## config.mk

```make
export PLATFORM = sky130hd
export DESIGN_NAME = irc_message_tokenizer_flat
export DESIGN_NICKNAME = d
export VERILOG_FILES = /design/src/rtl/itok_pkg.sv /design/src/rtl/itok_in_if.sv /design/src/rtl/itok_out_if.sv /design/src/rtl/itok_front.sv /design/src/rtl/itok_queue.sv /design/src/rtl/itok_back.sv /design/src/rtl/irc_message_tokenizer.sv /design/src/flat_wrapper.sv
export SDC_FILE = /design/constraint.sdc
export NUM_CORES = 1
export LEC_CHECK = 0
export ABC_CLOCK_PERIOD_IN_PS = 3200
export BUFFER_PORTS_ARGS = -buffer_cell sky130_fd_sc_hd__buf_4
export CORE_MARGIN = 1
export CORE_UTILIZATION = 34
export DETAILED_ROUTE_END_ITERATION = 6
export GPL_ROUTABILITY_DRIVEN = 0
export SYNTH_ARGS = -nofsm -noshare
export SYNTH_HDL_FRONTEND = slang
export SYNTH_SLANG_ARGS = --single-unit
```

## constraint.sdc

```tcl
create_clock -name clk -period 3.2 [get_ports clk]
set_input_delay 0.32 -clock clk [delete_from_list [all_inputs] [get_ports clk]]
set_output_delay 0.32 -clock clk [all_outputs]
set_load 0.03 [all_outputs]
```

## src/rtl/itok_pkg.sv

```systemverilog
`default_nettype none

package itok_pkg;

    // Highest parameter index, and the saturation point of the 4-bit counter.
    localparam int unsigned MAX_PARAM_INDEX = 15;
    localparam int unsigned PARAM_LIMIT_INT = (MAX_PARAM_INDEX < 15) ? MAX_PARAM_INDEX : 15;
    localparam logic [3:0]  PARAM_LIMIT     = PARAM_LIMIT_INT[3:0];

    // Depth of the queue between the classifier and the output stage.
    localparam int unsigned QUEUE_DEPTH = 4;
    localparam int unsigned QPTR_W      = $clog2(QUEUE_DEPTH);

    // Characters with a special meaning.
    localparam logic [7:0] CH_NUL   = 8'h00;
    localparam logic [7:0] CH_LF    = 8'h0A;
    localparam logic [7:0] CH_CR    = 8'h0D;
    localparam logic [7:0] CH_SPACE = 8'h20;
    localparam logic [7:0] CH_BANG  = 8'h21;
    localparam logic [7:0] CH_COLON = 8'h3A;
    localparam logic [7:0] CH_TILDE = 8'h7E;

    // Role of a byte within the message.
    typedef enum logic [2:0] {
        ROLE_PREFIX = 3'd0,
        ROLE_CMD    = 3'd1,
        ROLE_PARAM  = 3'd2,
        ROLE_TRAIL  = 3'd3,
        ROLE_SEP    = 3'd4
    } role_t;

    // One result as delivered on the output channel.
    typedef struct packed {
        logic [7:0] char_byte;
        role_t      role;
        logic [3:0] param_index;
        logic       nonprintable;
        logic       token_end;
        logic       message_end;
        logic       last_of_run;
    } res_t;

    // One queue entry: the one or two results caused by an input byte.
    typedef struct packed {
        logic two;
        res_t r0;
        res_t r1;
    } entry_t;

    // Queue status seen by the output stage and the classifier.
    typedef struct packed {
        logic empty;
        logic full;
    } qstat_t;

    function automatic res_t mk_res(input logic [7:0] b, input role_t role,
                                    input logic [3:0] idx, input logic np,
                                    input logic te, input logic me);
        res_t r;
        r.char_byte    = b;
        r.role         = role;
        r.param_index  = idx;
        r.nonprintable = np;
        r.token_end    = te;
        r.message_end  = me;
        r.last_of_run  = 1'b0;
        return r;
    endfunction

endpackage

`default_nettype wire

```

## src/rtl/itok_in_if.sv

```systemverilog
`default_nettype none

interface itok_in_if;
    logic       valid;
    logic       ready;
    logic [7:0] data_byte;
    logic       end_of_data;

    modport source (output valid, output data_byte, output end_of_data, input ready);
    modport sink   (input valid, input data_byte, input end_of_data, output ready);
endinterface

`default_nettype wire

```

## src/rtl/itok_out_if.sv

```systemverilog
`default_nettype none

interface itok_out_if;
    logic       valid;
    logic       ready;
    logic [7:0] char_byte;
    logic [2:0] role;
    logic [3:0] param_index;
    logic       nonprintable;
    logic       token_end;
    logic       message_end;
    logic       last_of_run;

    modport source (output valid, output char_byte, output role, output param_index,
                    output nonprintable, output token_end, output message_end,
                    output last_of_run, input ready);
    modport sink   (input valid, input char_byte, input role, input param_index,
                    input nonprintable, input token_end, input message_end,
                    input last_of_run, output ready);
endinterface

`default_nettype wire

```

## src/rtl/itok_front.sv

```systemverilog
`default_nettype none

module itok_front (
    input  wire logic           clk,
    input  wire logic           rst_n,
    itok_in_if.sink             byte_in,
    input  wire itok_pkg::qstat_t qstat,
    output      logic           push,
    output      itok_pkg::entry_t push_entry
);
    import itok_pkg::*;

    typedef enum logic [2:0] {
        PH_START   = 3'd0,
        PH_PREFIX  = 3'd1,
        PH_CMD     = 3'd2,
        PH_PSTART  = 3'd3,
        PH_PARAM   = 3'd4,
        PH_TRAIL   = 3'd5,
        PH_DISCARD = 3'd6
    } phase_t;

    phase_t     phase_reg, phase_next;
    logic       held_reg, held_next;
    logic [3:0] cnt_reg, cnt_next;

    logic [7:0] b;
    logic       term;
    logic       np;
    logic       accept;
    logic [1:0] n;
    logic       slot;
    logic       last_sel;
    res_t       r [2];

    assign b      = byte_in.data_byte;
    assign term   = !((b >= CH_BANG) && (b <= CH_TILDE));
    assign np     = !((b >= CH_SPACE) && (b <= CH_TILDE));
    assign accept = byte_in.valid && byte_in.ready;

    // The queue takes a byte whenever it has a free entry.
    assign byte_in.ready = !qstat.full;

    // Classify the byte and work out the next parse state.
    always_comb
    begin
        phase_next = phase_reg;
        held_next  = held_reg;
        cnt_next   = cnt_reg;
        n          = 2'd0;
        slot       = 1'b0;
        r[0]       = '0;
        r[1]       = '0;
        unique case (phase_reg)
            PH_PREFIX:
            begin
                n = 2'd1;
                if (term)
                begin
                    r[0]       = mk_res(b, ROLE_SEP, cnt_reg, 1'b0, 1'b1, 1'b0);
                    phase_next = PH_CMD;
                end
                else
                begin
                    r[0] = mk_res(b, ROLE_PREFIX, cnt_reg, 1'b0, 1'b0, 1'b0);
                end
            end
            PH_CMD:
            begin
                n = 2'd1;
                if (term)
                begin
                    r[0]       = mk_res(b, ROLE_SEP, cnt_reg, 1'b0, 1'b1, 1'b0);
                    phase_next = PH_PSTART;
                end
                else
                begin
                    r[0] = mk_res(b, ROLE_CMD, cnt_reg, 1'b0, 1'b0, 1'b0);
                end
            end
            PH_PSTART:
            begin
                n = 2'd1;
                if (term)
                begin
                    // An empty parameter closes the message.
                    r[0]       = mk_res(b, ROLE_SEP, cnt_reg, 1'b0, 1'b1, 1'b1);
                    phase_next = PH_START;
                    cnt_next   = '0;
                    held_next  = 1'b0;
                end
                else if (b == CH_COLON)
                begin
                    r[0]       = mk_res(b, ROLE_SEP, cnt_reg, 1'b0, 1'b0, 1'b0);
                    phase_next = PH_TRAIL;
                end
                else
                begin
                    r[0]       = mk_res(b, ROLE_PARAM, cnt_reg, 1'b0, 1'b0, 1'b0);
                    phase_next = PH_PARAM;
                end
            end
            PH_PARAM:
            begin
                n = 2'd1;
                if (term)
                begin
                    r[0]       = mk_res(b, ROLE_SEP, cnt_reg, 1'b0, 1'b1, 1'b0);
                    phase_next = PH_PSTART;
                    if (cnt_reg < PARAM_LIMIT)
                    begin
                        cnt_next = cnt_reg + 4'd1;
                    end
                end
                else
                begin
                    r[0] = mk_res(b, ROLE_PARAM, cnt_reg, 1'b0, 1'b0, 1'b0);
                end
            end
            PH_TRAIL:
            begin
                if (held_reg && (b == CH_LF))
                begin
                    // CR LF closes the message.
                    r[0]       = mk_res(CH_CR, ROLE_SEP, cnt_reg, 1'b0, 1'b0, 1'b0);
                    r[1]       = mk_res(b, ROLE_SEP, cnt_reg, 1'b0, 1'b1, 1'b1);
                    n          = 2'd2;
                    phase_next = PH_START;
                    cnt_next   = '0;
                    held_next  = 1'b0;
                end
                else
                begin
                    // A lone held CR comes out late as content.
                    if (held_reg)
                    begin
                        r[0]      = mk_res(CH_CR, ROLE_TRAIL, cnt_reg, 1'b1, 1'b0, 1'b0);
                        n         = 2'd1;
                        slot      = 1'b1;
                        held_next = 1'b0;
                    end
                    if (b == CH_NUL)
                    begin
                        r[slot]    = mk_res(b, ROLE_SEP, cnt_reg, 1'b0, 1'b1, 1'b1);
                        n          = n + 2'd1;
                        phase_next = PH_DISCARD;
                        cnt_next   = '0;
                    end
                    else if (b == CH_CR)
                    begin
                        held_next = 1'b1;
                    end
                    else
                    begin
                        r[slot] = mk_res(b, ROLE_TRAIL, cnt_reg, np, 1'b0, 1'b0);
                        n       = n + 2'd1;
                    end
                end
            end
            PH_DISCARD:
            begin
                n          = 2'd1;
                r[0]       = mk_res(b, ROLE_SEP, cnt_reg, 1'b0, 1'b0, 1'b0);
                phase_next = PH_START;
            end
            default:
            begin
                // Message start; an unused code behaves the same way.
                n         = 2'd1;
                cnt_next  = '0;
                held_next = 1'b0;
                if (b == CH_COLON)
                begin
                    r[0]       = mk_res(b, ROLE_SEP, 4'd0, 1'b0, 1'b0, 1'b0);
                    phase_next = PH_PREFIX;
                end
                else if (term)
                begin
                    r[0]       = mk_res(b, ROLE_SEP, 4'd0, 1'b0, 1'b1, 1'b0);
                    phase_next = PH_PSTART;
                end
                else
                begin
                    r[0]       = mk_res(b, ROLE_CMD, 4'd0, 1'b0, 1'b0, 1'b0);
                    phase_next = PH_CMD;
                end
            end
        endcase

        // End of data flushes a held CR and closes whatever is open.
        if (byte_in.end_of_data)
        begin
            if (held_next)
            begin
                r[n[0]] = mk_res(CH_CR, ROLE_TRAIL, cnt_reg, 1'b1, 1'b0, 1'b0);
                n       = n + 2'd1;
            end
            phase_next = PH_START;
            cnt_next   = '0;
            held_next  = 1'b0;
        end

        last_sel = (n == 2'd2);
        if (n != 2'd0)
        begin
            r[last_sel].last_of_run = 1'b1;
            if (byte_in.end_of_data)
            begin
                r[last_sel].token_end   = 1'b1;
                r[last_sel].message_end = 1'b1;
            end
        end
    end

    // A byte that only holds a CR leaves nothing in the queue.
    assign push          = accept && (n != 2'd0);
    assign push_entry.two = last_sel;
    assign push_entry.r0  = r[0];
    assign push_entry.r1  = r[1];

    // Parse state.
    always_ff @(posedge clk or negedge rst_n)
    begin
        if (!rst_n)
        begin
            phase_reg <= PH_START;
            held_reg  <= 1'b0;
            cnt_reg   <= '0;
        end
        else if (accept)
        begin
            phase_reg <= phase_next;
            held_reg  <= held_next;
            cnt_reg   <= cnt_next;
        end
    end

endmodule

`default_nettype wire

```

## src/rtl/itok_queue.sv

```systemverilog
`default_nettype none

module itok_queue (
    input  wire logic             clk,
    input  wire logic             rst_n,
    input  wire logic             push,
    input  wire itok_pkg::entry_t push_entry,
    input  wire logic             pop,
    output      itok_pkg::entry_t head,
    output      itok_pkg::qstat_t qstat
);
    import itok_pkg::*;

    entry_t                 mem_reg [QUEUE_DEPTH];
    logic [QPTR_W-1:0]      wptr_reg, rptr_reg;
    logic [QPTR_W:0]        count_reg;

    assign head        = mem_reg[rptr_reg];
    assign qstat.empty = (count_reg == '0);
    assign qstat.full  = (count_reg == (QPTR_W + 1)'(QUEUE_DEPTH));

    // Entry storage.
    always_ff @(posedge clk)
    begin
        if (push)
        begin
            mem_reg[wptr_reg] <= push_entry;
        end
    end

    // Pointers and fill count.
    always_ff @(posedge clk or negedge rst_n)
    begin
        if (!rst_n)
        begin
            wptr_reg  <= '0;
            rptr_reg  <= '0;
            count_reg <= '0;
        end
        else
        begin
            if (push)
            begin
                wptr_reg <= wptr_reg + 1'b1;
            end
            if (pop)
            begin
                rptr_reg <= rptr_reg + 1'b1;
            end
            if (push && !pop)
            begin
                count_reg <= count_reg + 1'b1;
            end
            else if (pop && !push)
            begin
                count_reg <= count_reg - 1'b1;
            end
        end
    end

endmodule

`default_nettype wire

```

## src/rtl/itok_back.sv

```systemverilog
`default_nettype none

module itok_back (
    input  wire logic             clk,
    input  wire logic             rst_n,
    input  wire itok_pkg::entry_t head,
    input  wire itok_pkg::qstat_t qstat,
    output      logic             pop,
    itok_out_if.source            token_out
);
    import itok_pkg::*;

    logic valid_reg;
    logic sel_reg;
    res_t res_reg;
    logic load;

    // Load the output register when it is empty or being drained.
    assign load = !qstat.empty && (!valid_reg || token_out.ready);
    assign pop  = load && (sel_reg || !head.two);

    // Output register and second-result select.
    always_ff @(posedge clk or negedge rst_n)
    begin
        if (!rst_n)
        begin
            valid_reg <= 1'b0;
            sel_reg   <= 1'b0;
        end
        else
        begin
            if (load)
            begin
                valid_reg <= 1'b1;
                sel_reg   <= !sel_reg && head.two;
            end
            else if (token_out.ready)
            begin
                valid_reg <= 1'b0;
            end
        end
    end

    always_ff @(posedge clk)
    begin
        if (load)
        begin
            res_reg <= sel_reg ? head.r1 : head.r0;
        end
    end

    assign token_out.valid        = valid_reg;
    assign token_out.char_byte    = res_reg.char_byte;
    assign token_out.role         = 3'(res_reg.role);
    assign token_out.param_index  = res_reg.param_index;
    assign token_out.nonprintable = res_reg.nonprintable;
    assign token_out.token_end    = res_reg.token_end;
    assign token_out.message_end  = res_reg.message_end;
    assign token_out.last_of_run  = res_reg.last_of_run;

endmodule

`default_nettype wire

```

## src/rtl/irc_message_tokenizer.sv

```systemverilog
// Channel    Dir  Payload
// byte_in    in   data_byte[7:0], end_of_data
// token_out  out  char_byte[7:0], role[2:0], param_index[3:0], nonprintable,
//                 token_end, message_end, last_of_run
//
// A byte is classified in the cycle it is transferred; its one or two results
// reach token_out through a four-entry queue and a registered output stage.
// One byte per cycle is sustained while token_out is ready and each byte
// yields one result; a CR LF pair or a late CR can yield two, which the single
// output register sends one at a time. Reset is asynchronous, active low, and
// empties the queue. A stall on token_out backs up into byte_in only once the
// queue is full.
`default_nettype none

module irc_message_tokenizer (
    input  wire logic clk,
    input  wire logic rst_n,
    itok_in_if.sink   byte_in,
    itok_out_if.source token_out
);
    import itok_pkg::*;

    qstat_t qstat;
    logic   push;
    logic   pop;
    entry_t push_entry;
    entry_t head;

    itok_front u_front (
        .clk        (clk),
        .rst_n      (rst_n),
        .byte_in    (byte_in),
        .qstat      (qstat),
        .push       (push),
        .push_entry (push_entry)
    );

    itok_queue u_queue (
        .clk        (clk),
        .rst_n      (rst_n),
        .push       (push),
        .push_entry (push_entry),
        .pop        (pop),
        .head       (head),
        .qstat      (qstat)
    );

    itok_back u_back (
        .clk       (clk),
        .rst_n     (rst_n),
        .head      (head),
        .qstat     (qstat),
        .pop       (pop),
        .token_out (token_out)
    );

endmodule

`default_nettype wire

```

## src/flat_wrapper.sv

```systemverilog
// flat-port wrapper written by rule: the top's interface ports become plain ports
module irc_message_tokenizer_flat import itok_pkg::*;
  (clk, rst_n, byte_in_valid, byte_in_data_byte, byte_in_end_of_data, byte_in_ready, token_out_valid, token_out_char_byte, token_out_role, token_out_param_index, token_out_nonprintable, token_out_token_end, token_out_message_end, token_out_last_of_run, token_out_ready);
  itok_in_if byte_in_i ();
  itok_out_if token_out_i ();
  input  wire logic clk;
  input  wire logic rst_n;
  input wire logic [$bits(byte_in_i.valid)-1:0] byte_in_valid;
  input wire logic [$bits(byte_in_i.data_byte)-1:0] byte_in_data_byte;
  input wire logic [$bits(byte_in_i.end_of_data)-1:0] byte_in_end_of_data;
  output wire logic [$bits(byte_in_i.ready)-1:0] byte_in_ready;
  output wire logic [$bits(token_out_i.valid)-1:0] token_out_valid;
  output wire logic [$bits(token_out_i.char_byte)-1:0] token_out_char_byte;
  output wire logic [$bits(token_out_i.role)-1:0] token_out_role;
  output wire logic [$bits(token_out_i.param_index)-1:0] token_out_param_index;
  output wire logic [$bits(token_out_i.nonprintable)-1:0] token_out_nonprintable;
  output wire logic [$bits(token_out_i.token_end)-1:0] token_out_token_end;
  output wire logic [$bits(token_out_i.message_end)-1:0] token_out_message_end;
  output wire logic [$bits(token_out_i.last_of_run)-1:0] token_out_last_of_run;
  input wire logic [$bits(token_out_i.ready)-1:0] token_out_ready;
  assign byte_in_i.valid = byte_in_valid;
  assign byte_in_i.data_byte = byte_in_data_byte;
  assign byte_in_i.end_of_data = byte_in_end_of_data;
  assign byte_in_ready = byte_in_i.ready;
  assign token_out_valid = token_out_i.valid;
  assign token_out_char_byte = token_out_i.char_byte;
  assign token_out_role = token_out_i.role;
  assign token_out_param_index = token_out_i.param_index;
  assign token_out_nonprintable = token_out_i.nonprintable;
  assign token_out_token_end = token_out_i.token_end;
  assign token_out_message_end = token_out_i.message_end;
  assign token_out_last_of_run = token_out_i.last_of_run;
  assign token_out_i.ready = token_out_ready;
  irc_message_tokenizer u_core (.clk(clk), .rst_n(rst_n), .byte_in(byte_in_i), .token_out(token_out_i));
endmodule
```

==> run metrics, run 1 <==
number of flops mapped to enable cells by yosys 163; Max Fclk 339 MHz; number of remaining DRC errors 0; Setup crit end kind register; sequential fraction of the synthesis area 0.671; min cycle time layout 2.95 ns; placed cell area 0.00874 sq mm; pins over their slew limit 0; share of cells above drive strength 1 0.272; overall power 8.08 mW; non-filler cells, final 905; Synth top area share 0.618; Crit path required time 3.55 ns; crit path launch type register; Synth Register Bits 180; Tightest Hold Check Type input port to register; Starting Density 0.348; Vias 4,585; initial antenna violation count 0; area grow syn2layout 17.8%; worst-margin pin slew 0.774 ns; syn_nets 539; Max-Slew Margin vs Limit 0.484; largest net degree at the start of global routing 38; WHS 0.0725 ns; synthesized area per cell 15.3 sq um; CTS max path bufs 2; synth warn 0; count leader, synth edfxtp_1; Clk Latency, worst-skew pair 0.43 ns; Post-synth top cells edfxtp_1 (163), nand2_1 (80), mux4_2 (36), and2_1 (21), nor2_1 (18); first-pass GRT wire length 27,200 um; WL per Instance 18.8 um; Final Hold Viols 0; core box area 0.0228 sq mm; Final nets 601; die height 155 um; cell area after layout 0.00934 sq mm; asr flop ratio synth 0.0944; Gate Count Post-Synth 517; clk_skew 0.0106 ns; pre-CTS setup slack -0.139 ns; CTS buffer count 17; period utilisation layout 0.923; # clock sinks 180; peak supply drop 0.496 mV; DP Wirelength 10,800 um; DRT antenna net count 0; clk slew on worst S/H paths 0.07 ns; Max Cap Violations 0; I/O Pins 34; WP data arrival 3.30 ns; number of setup violations in the final report 0; Largest register FFs 144; Final Util 0.410; CTS tree done; PnR worst setup slack 0.246 ns; top post-synthesis cells by area edfxtp_1 (62%), mux4_2 (10%), dfrtp_1 (5.4%); Via-to-Cell Ratio 5.07; H-Tree Depth 4; top_reg_cell synth edfxtp_1; status completed; Post-Route WL 17,000 um; Pwr Density 866 mW/mm^2; Synth Cell Area 0.00792 sq mm; die area 0.0239 sq mm; Crit Path Max Fanout 6; vias in the first global route 4,908; initial drt markers 276; Die Wd 155 um; setup TNS 0 ns; drt first pass iters 5; IO buf count 33; Placed Cells incl. Taps 872; GR Util All Layers 0.155; Setup CP Type register to register; Row Count 55; n_diodes 0; Setup Fix Bufs, Post-CTS 0; Yosys cell types 67; clock root buffer master clkbuf_16; area leader, netlist edfxtp_1; RSZ-0062 raised after global routing false; leakage 3.38 nW; final global-route overflow total 0
-- worst max-delay path, cell delays in order, from the launching register on --
cell and delay, ns:
dfrtp_1 0.44, and3b_1 0.36, nand4b_1 0.17, o31a_1 0.23, a21oi_4 0.21, mux2i_4 0.32
ha_1 0.21, inv_1 0.06, fa_1 0.43, xor2_1 0.15, nor2_1 0.11, xor2_1 0.17
-- final cells by class --
class | instances | area, sq um
clock buffer | 17 | 425
clock inverter | 15 | 151
fill | 2070 | 13400
inverter | 12 | 45.0
multi-input combinational | 299 | 2430
sequential | 180 | 5320
tap | 313 | 392
timing repair buffer | 69 | 571
-- placed cells by master (no fill, tap or decap), drive strengths merged, types with 8 or more instances in the layout --
cell type  count
edfxtp       163
nand2         80
buf           68
mux4          36
and2          22
nor2          18
o21ai         18
clkbuf        17
dfrtp         17
inv           17
a21oi         15
nand3         10
a21o          10
ha             8
-- report_power, final --
part	total [mW]	internal, mW	leakage [nW]	switching, mW
logic	2.66	1.10	1.37	1.56
registers	3.40	3.23	1.74	0.165
clock network	2.02	1.09	0.276	0.928
total	8.08	5.42	3.38	2.66
-- layer usage --
layer,vias to the layer above,global-route usage,share of wire
met5,-,0,0
met1,2318,0.197,0.43
li1,2109,-,-
met4,0,0.0561,0.020
met3,30,0.0375,0.043
met2,128,0.257,0.50
-- path summary, 6_finish.rpt --
path                                                         start                                   endpoint  slack (ns)  cells after the start
max                        u_core.u_front.phase_reg[1]$_DFFE_PN0P_    u_core.u_queue.count_reg[2]$_DFFE_PN0P_        0.25                     11
min                                                token_out_ready  u_core.u_back.token_out.valid$_DFFE_PN0P_        0.07                      2
max reg2reg                u_core.u_front.phase_reg[1]$_DFFE_PN0P_    u_core.u_queue.count_reg[2]$_DFFE_PN0P_        0.25                     11
min reg2reg                u_core.u_queue.count_reg[2]$_DFFE_PN0P_    u_core.u_queue.count_reg[2]$_DFFE_PN0P_        0.51                      1
max in group asynchronous                                    rst_n     u_core.u_queue.rptr_reg[0]$_DFFE_PN0P_        2.63                      2
min in group asynchronous                                    rst_n    u_core.u_queue.count_reg[2]$_DFFE_PN0P_        0.32                      2
-- cells by family (layout without fill, tap and decap cells) --
| family | Yosys count | count (layout) | synth area share |
|---|---|---|---|
| buffers and inverters | 38 | 113 | 0.0235 |
| muxes | 41 | 41 | 0.110 |
| adders and majority gates | 9 | 9 | 0.0152 |
| and+or+nand+nor | 167 | 167 | 0.104 |
| DFF | 180 | 180 | 0.671 |
| AOI/OAI and AO/OA | 73 | 73 | 0.0660 |
| xor gates and xnor gates | 9 | 9 | 0.00995 |
-- what timing repair did --
item	in CTS	in global routing
hold buffers	1	0
endpoints found under the hold margin	17	0
endpoints found under the setup margin	0	1
resized for setup	0	1
Power figures use the tool's default switching activity.
==> run 2, diff against run 1 <==
--- a/config.mk
+++ b/config.mk
@@ -9,8 +9,11 @@
 export BUFFER_PORTS_ARGS = -buffer_cell sky130_fd_sc_hd__buf_4
 export CORE_MARGIN = 1
 export CORE_UTILIZATION = 34
+export CTS_CLUSTER_DIAMETER = 150
 export DETAILED_ROUTE_END_ITERATION = 6
 export GPL_ROUTABILITY_DRIVEN = 0
 export SYNTH_ARGS = -nofsm -noshare
 export SYNTH_HDL_FRONTEND = slang
+export SYNTH_HIERARCHICAL = 1
 export SYNTH_SLANG_ARGS = --single-unit
+export TNS_END_PERCENT = 1
==> run 2 against run 1 <==
Effect of this change:
- critical path type unchanged
- largest cell class unchanged
- global-route usage decreased by 1.5 points
- sequential share of layout area is 0.17 points higher
- critical endpoint is now u_core/u_queue/count_reg[2]$_DFFE_PN0P_
- flip-flop and latch count is 12 higher
- die area increased by 5.9%
==> run metrics, run 2 <==
I/O Pins 34 (unchanged); period utilisation layout 0.909 (was 0.923); syn_nets 501 (was 539); leakage 3.51 nW (was 3.38 nW); count leader, synth edfxtp_1 (unchanged); Synth top area share 0.626 (was 0.618); met2 wire len 8330 um (was 8570 um); Clk Latency, worst-skew pair 0.43 ns (about the same); WP data arrival 3.27 ns (was 3.30 ns); Worst Setup SP u_core/u_front/held_reg$_DFFE_PN0P_ (was u_core.u_front.phase_reg[1]$_DFFE_PN0P_); Max-Slew Margin vs Limit 0.329 (was 0.484); share of cells above drive strength 1 0.342 (was 0.272); most frequent cells in the layout edfxtp_1 (175), buf_4 (61), mux4_2 (38), nand2_1 (26), mux2_4 (19) (was edfxtp_1 (163), nand2_1 (80), buf_4 (64), mux4_2 (36), and2_1 (21)); Synth Cell Area 0.00840 sq mm (was 0.00792 sq mm); DR top layer met4 (unchanged); final global-route overflow total 0 (unchanged); Pwr Density 876 mW/mm^2 (was 866 mW/mm^2); FF-to-FF Start u_core/u_front/held_reg$_DFFE_PN0P_ (was u_core.u_front.phase_reg[1]$_DFFE_PN0P_); Largest register FFs 156 (was 144); H-Tree Depth 4 (unchanged); Post-synth top cells edfxtp_1 (175), mux4_2 (38), nand2_1 (26), and2_1 (20), mux2_4 (19) (was edfxtp_1 (163), nand2_1 (80), mux4_2 (36), and2_1 (21), nor2_1 (18)); Max Cap Violations 0 (unchanged); Final Hold Viols 0 (unchanged); drt first pass iters 5 (unchanged); Setup crit end kind register (unchanged); core box area 0.0242 sq mm (was 0.0228 sq mm); clock root buffer master clkbuf_16 (unchanged); Yosys cell types 65 (was 67); CTS resizes 0 (unchanged); Row Count 57 (was 55); Gate Count Post-Synth 479 (was 517); CP endpoint u_core/u_queue/count_reg[2]$_DFFE_PN0P_ (was u_core.u_queue.count_reg[2]$_DFFE_PN0P_); peak supply drop 0.467 mV (was 0.496 mV); asr flop ratio synth 0.0885 (was 0.0944); r2r setup slk 0.29 ns (was 0.25 ns); setup TNS 0 ns (unchanged); pins over their slew limit 0 (unchanged); Via-to-Cell Ratio 5.10 (was 5.07); wire length on met3 737 um (unchanged); Worst R2R End u_core/u_queue/count_reg[2]$_DFFE_PN0P_ (was u_core.u_queue.count_reg[2]$_DFFE_PN0P_); # clock sinks 192 (was 180); Starting Density 0.346 (was 0.348); die area 0.0253 sq mm (was 0.0239 sq mm); Crit Path Max Fanout 7 (was 6); RSZ-0062 raised after global routing false (unchanged); DRT antenna net count 0 (unchanged); initial drt markers 300 (was 276); number of flops mapped to enable cells by yosys 175 (was 163); commonest non-fill, non-tap cell in the layout edfxtp_1 (unchanged); WHS 0.0839 ns (was 0.0725 ns); non-filler cells, final 883 (was 905); synthesized area per cell 17.5 sq um (was 15.3 sq um); area leader, netlist edfxtp_1 (unchanged); largest net degree at the start of global routing 41 (was 38); Max Fclk 344 MHz (was 339 MHz); Register Area 0.00568 sq mm (was 0.00532 sq mm); R2R cell count 13 (was 11); WL per Instance 19.1 um (was 18.8 um); clk_skew 0.00950 ns (was 0.0106 ns); top post-synthesis cells by area edfxtp_1 (63%), mux4_2 (10%), dfrtp_1 (5.1%) (was edfxtp_1 (62%), mux4_2 (10%), dfrtp_1 (5.4%)); Crit path required time 3.56 ns (was 3.55 ns); worst-margin pin slew 1.00 ns (was 0.774 ns); Tightest Hold Check Type input port to register (unchanged); n_diodes 0 (unchanged); CTS buffer count 17 (unchanged); Layout fillers 2,203 (was 2,070); Final nets 568 (was 601); area grow syn2layout 18.3% (was 17.8%); footprint of the multi-input gates 0.00251 sq mm (was 0.00243 sq mm); CTS tree done (unchanged); clk slew on worst S/H paths 0.07 ns (about the same); synth warn 6 (was 0); initial antenna violation count 0 (unchanged); die height 159 um (was 155 um); M1 wire length 7500 um (was 7330 um); status completed (unchanged); sequential fraction of the synthesis area 0.677 (was 0.671); DP Wirelength 10,900 um (was 10,800 um); Die Wd 159 um (was 155 um); top_reg_cell synth edfxtp_1 (unchanged); Vias 4,505 (was 4,585); crit path launch type register (unchanged); overall power 8.71 mW (was 8.08 mW); CTS max path bufs 2 (unchanged); Post-Route WL 16,800 um (was 17,000 um); IO buf count 33 (unchanged); Setup CP Type register to register (unchanged); number of remaining DRC errors 0 (unchanged); placed cell area 0.00932 sq mm (was 0.00874 sq mm); first-pass GRT wire length 26,600 um (was 27,200 um); Synth Register Bits 192 (was 180); vias in the first global route 4,709 (was 4,908); Placed Cells incl. Taps 850 (was 872); min cycle time layout 2.91 ns (was 2.95 ns); number of setup violations in the final report 0 (unchanged); cell area after layout 0.00994 sq mm (was 0.00934 sq mm); GR Util All Layers 0.140 (was 0.155)
-- run 2: worst max-delay path, stage by stage, from the launching register on --
cell and delay [ns]:
dfrtp_1 0.48, inv_1 0.18, or3_1 0.44, a21o_1 0.23, inv_2 0.07, or2_4 0.12, nor2_2 0.04, a211oi_4 0.23
ha_2 0.24, inv_2 0.04, fa_2 0.34, xor2_1 0.14, nor2_1 0.13, xor2_1 0.15
-- run 2: cell type report --
class                           count  share of cell area
Clock buffer                       17              0.0428
Clock inverter                     15              0.0180
Inverter                           13             0.00491
Multi-Input combinational cell    249               0.252
Sequential cell                   192               0.572
Tap cell                          324              0.0408
Timing Repair Buffer               73              0.0693
-- run 2: how the worst min path moves through the flow --
| stage | start | endpoint | slack, ns | depth (start not counted) |
|---|---|---|---|---|
| floorplan | rst_n | u_core/u_back/sel_reg$_DFFE_PN0P_ | 0.02 | 0 |
| global placement | rst_n | u_core/u_back/token_out.valid$_DFFE_PN0P_ | 0.20 | 1 |
| detailed placement | rst_n | u_core/u_back/token_out.valid$_DFFE_PN0P_ | 0.21 | 1 |
| CTS | token_out_ready | u_core/u_back/token_out.valid$_DFFE_PN0P_ | 0.07 | 2 |
| global route | token_out_ready | u_core/u_back/token_out.valid$_DFFE_PN0P_ | 0.08 | 2 |
| finish | token_out_ready | u_core/u_back/token_out.valid$_DFFE_PN0P_ | 0.08 | 2 |
-- run 2: power breakdown --
group | leakage [nW] | switching (mW) | internal [mW]
registers | 1.84 | 0.184 | 3.44
clock network | 0.292 | 0.966 | 1.18
logic | 1.38 | 1.51 | 1.43
total | 3.51 | 2.66 | 6.05
-- run 2: metrics by stage --
stage	util	worst slack, ns
floorplan	-	-0.0267
global placement	0.384	-0.0845
detailed placement	0.384	-0.124
CTS	0.410	0.277
global route	0.410	0.151
finish	0.410	0.290
-- run 2: kinds of logic (layout without fill, tap and decap cells) --
| kind of cell | count (synthesis) | after routing | synth area share |
|---|---|---|---|
| flops | 192 | 192 | 0.677 |
| mux | 60 | 60 | 0.142 |
| buf+inv | 38 | 118 | 0.0298 |
| simple gates | 106 | 106 | 0.0718 |
| fa+ha+maj | 9 | 9 | 0.0143 |
| compound gates | 68 | 68 | 0.0596 |
| xor+xnor | 6 | 6 | 0.00626 |
-- run 2: routing by layer --
metal / up-vias / track usage
met4: 0 / 0.0577
met3: 26 / 0.0279
met1: 2303 / 0.183
met2: 137 / 0.229
li1: 2039 / -
met5: - / 0
-- run 2: repair_timing --
action / CTS / global route
hold buffers: 1 / 0
buffers inserted: 0 / 0
hold endpoints to repair: 17 / 0
==> run 3, diff against run 2 <==
--- a/config.mk
+++ b/config.mk
@@ -5,7 +5,7 @@
 export SDC_FILE = /design/constraint.sdc
 export NUM_CORES = 1
 export LEC_CHECK = 0
-export ABC_CLOCK_PERIOD_IN_PS = 3200
+export ABC_CLOCK_PERIOD_IN_PS = 2900
 export BUFFER_PORTS_ARGS = -buffer_cell sky130_fd_sc_hd__buf_4
 export CORE_MARGIN = 1
 export CORE_UTILIZATION = 34
==> constraint.sdc (replaced) <==
create_clock -name clk -period 2.9 [get_ports clk]
set_input_delay 0.29 -clock clk [delete_from_list [all_inputs] [get_ports clk]]
set_output_delay 0.29 -clock clk [all_outputs]
set_load 0.03 [all_outputs]
==> run 3 against run 2 <==
Effect of this change:
- utilization is 0.21 points higher
- largest power group unchanged
- cell count is 2.2% higher
- critical path depth up 1
- power up 8.0%
- register-to-register slack lost 0.13 ns
- global-route usage is 0.10 points higher
==> run metrics, run 3 (same netlist as run 2, synthesis figures left out) <==
initial drt markers 272 (was 300); die height 159 um (unchanged); leakage 3.56 nW (was 3.51 nW); Die Wd 159 um (unchanged); final global-route overflow total 0 (unchanged); drt first pass iters 5 (unchanged); initial antenna violation count 0 (unchanged); Tightest Hold Check Type input port to register (unchanged); # clock sinks 192 (unchanged); Starting Density 0.346 (unchanged); DP Wirelength 10,900 um (about the same); WHS 0.0585 ns (was 0.0839 ns); number of remaining DRC errors 0 (unchanged); DRT antenna net count 0 (unchanged); min cycle time layout 2.86 ns; Post-Route WL 17,000 um (was 16,800 um); Setup CP Type input port to register (was register to register); Final Util 0.412 (was 0.410); Via-to-Cell Ratio 5.09 (was 5.10); overall power 9.40 mW (was 8.71 mW); CTS buffer count 17 (unchanged); clk slew on worst S/H paths 0.07 ns (about the same); Layout fillers 2,193 (was 2,203); core box area 0.0242 sq mm (unchanged); Row Count 57 (unchanged); CTS tree done (unchanged); Max-Slew Margin vs Limit 0.446 (was 0.329); largest net degree at the start of global routing 41 (unchanged); status completed (unchanged); commonest non-fill, non-tap cell in the layout edfxtp_1 (unchanged); IO buf count 33 (unchanged); die area 0.0253 sq mm (unchanged); share of cells above drive strength 1 0.365 (was 0.342); GR Util All Layers 0.141 (was 0.140); Placed Cells incl. Taps 866 (was 850); Crit Path Max Fanout 3 (was 7); Crit path required time 3.26 ns (was 3.56 ns); Max Fclk 350 MHz; clk_skew 0.00959 ns (was 0.00950 ns); Largest register FFs 156 (unchanged); first-pass GRT wire length 27,200 um (was 26,600 um); n_diodes 0 (unchanged); crit path launch type input port (was register); number of setup violations in the final report 0 (unchanged); WP data arrival 3.22 ns (was 3.27 ns); most frequent cells in the layout edfxtp_1 (175), buf_4 (83), mux4_2 (38), nand2_1 (26), mux2_4 (19) (was edfxtp_1 (175), buf_4 (61), mux4_2 (38), nand2_1 (26), mux2_4 (19)); Final nets 587 (was 568); Vias 4,593 (was 4,505); peak supply drop 0.453 mV (was 0.467 mV); setup TNS 0 ns (unchanged); vias in the first global route 4,841 (was 4,709); RSZ-0062 raised after global routing true (was false); Setup crit end kind register (unchanged); WL per Instance 18.9 um (was 19.1 um); area grow syn2layout 18.9% (was 18.3%); Final Hold Viols 0 (unchanged); period utilisation layout 0.986; pins over their slew limit 0 (unchanged); I/O Pins 34 (unchanged); Pwr Density 941 mW/mm^2 (was 876 mW/mm^2); Clk Latency, worst-skew pair 0.43 ns (about the same); Max Cap Violations 0 (unchanged); H-Tree Depth 4 (unchanged); worst-margin pin slew 0.831 ns (was 1.00 ns); non-filler cells, final 902 (was 883); CTS max path bufs 2 (unchanged); clock root buffer master clkbuf_16 (unchanged)
## run 3: changes by cell type in the layout (fill, tap and decap cells not counted), moves of 2 or more
cell | before | now
buf_12 | 11 | 8
buf_4 | 61 | 83
bufinv_16 | 2 | 0
clkinv_1 | 0 | 2
clkinv_4 | 4 | 1
clkinvlp_4 | 2 | 4
inv_6 | 1 | 3
## run 3: layout make-up
class                           instances  area, sq um  area share
Sequential cell                       192         5680       0.569
Clock inverter                         15          110      0.0110
Multi-Input combinational cell        249         2520       0.252
Tap cell                              324          405      0.0406
Clock buffer                           17          425      0.0426
Inverter                               13         48.8     0.00489
Timing Repair Buffer                   92          793      0.0794
## run 3: path summary, 6_finish.rpt
kind	start	endpoint	slack, ns	cells past startpoint
max	byte_in_data_byte[0]	u_core/u_queue/count_reg[2]$_DFFE_PN0P_	0.04	14
min	token_out_ready	u_core/u_back/token_out.valid$_DFFE_PN0P_	0.06	2
max reg2reg	u_core/u_front/held_reg$_DFFE_PN0P_	u_core/u_queue/count_reg[2]$_DFFE_PN0P_	0.16	13
min reg2reg	u_core/u_queue/count_reg[2]$_DFFE_PN0P_	u_core/u_queue/count_reg[2]$_DFFE_PN0P_	0.50	1
max in group asynchronous	rst_n	u_core/u_front/phase_reg[1]$_DFFE_PN0P_	2.43	2
min in group asynchronous	rst_n	u_core/u_back/sel_reg$_DFFE_PN0P_	0.26	2
## run 3: layer usage
layer | GRT usage | up-vias | routed length (um) | part of all wire
met3 | 0.0297 | 26 | 667 | 0.039
met4 | 0.0559 | 0 | 350 | 0.021
met2 | 0.231 | 126 | 8460 | 0.50
met5 | 0 | - | 0 | 0
met1 | 0.184 | 2371 | 7560 | 0.44
li1 | - | 2070 | - | -
## run 3: timing repair
item                                   in CTS  in global routing
buffers inserted                            0                  3
endpoints found under the hold margin      17                  0
hold buffers                                1                  0
resized for setup                           0                  4
setup endpoints to repair                   0                  2
## run 3: critical path, stage by stage
cell      delay (ns)
buf_4           0.11
or4_4           0.54
or4_4           0.55
a21o_1          0.23
inv_2           0.07
or2_4           0.12
nor2_2          0.05
a211oi_4        0.26
ha_2            0.23
inv_2           0.04
fa_2            0.32
xor2_1          0.15
nor2_1          0.11
xor2_1          0.15
## run 3: power by group
group          switching, mW  internal, mW
registers              0.204          3.80
clock network           1.04          1.11
logic                   1.67          1.58
## run 3: per-stage QoR
step,instance area (sq um),setup slack (ns)
after floorplan,8440,-0.297
after global placement,9410,-0.365
after detailed placement,9410,-0.398
after CTS,9950,0.0660
after global routing,9990,-0.0339
final,9990,0.0400
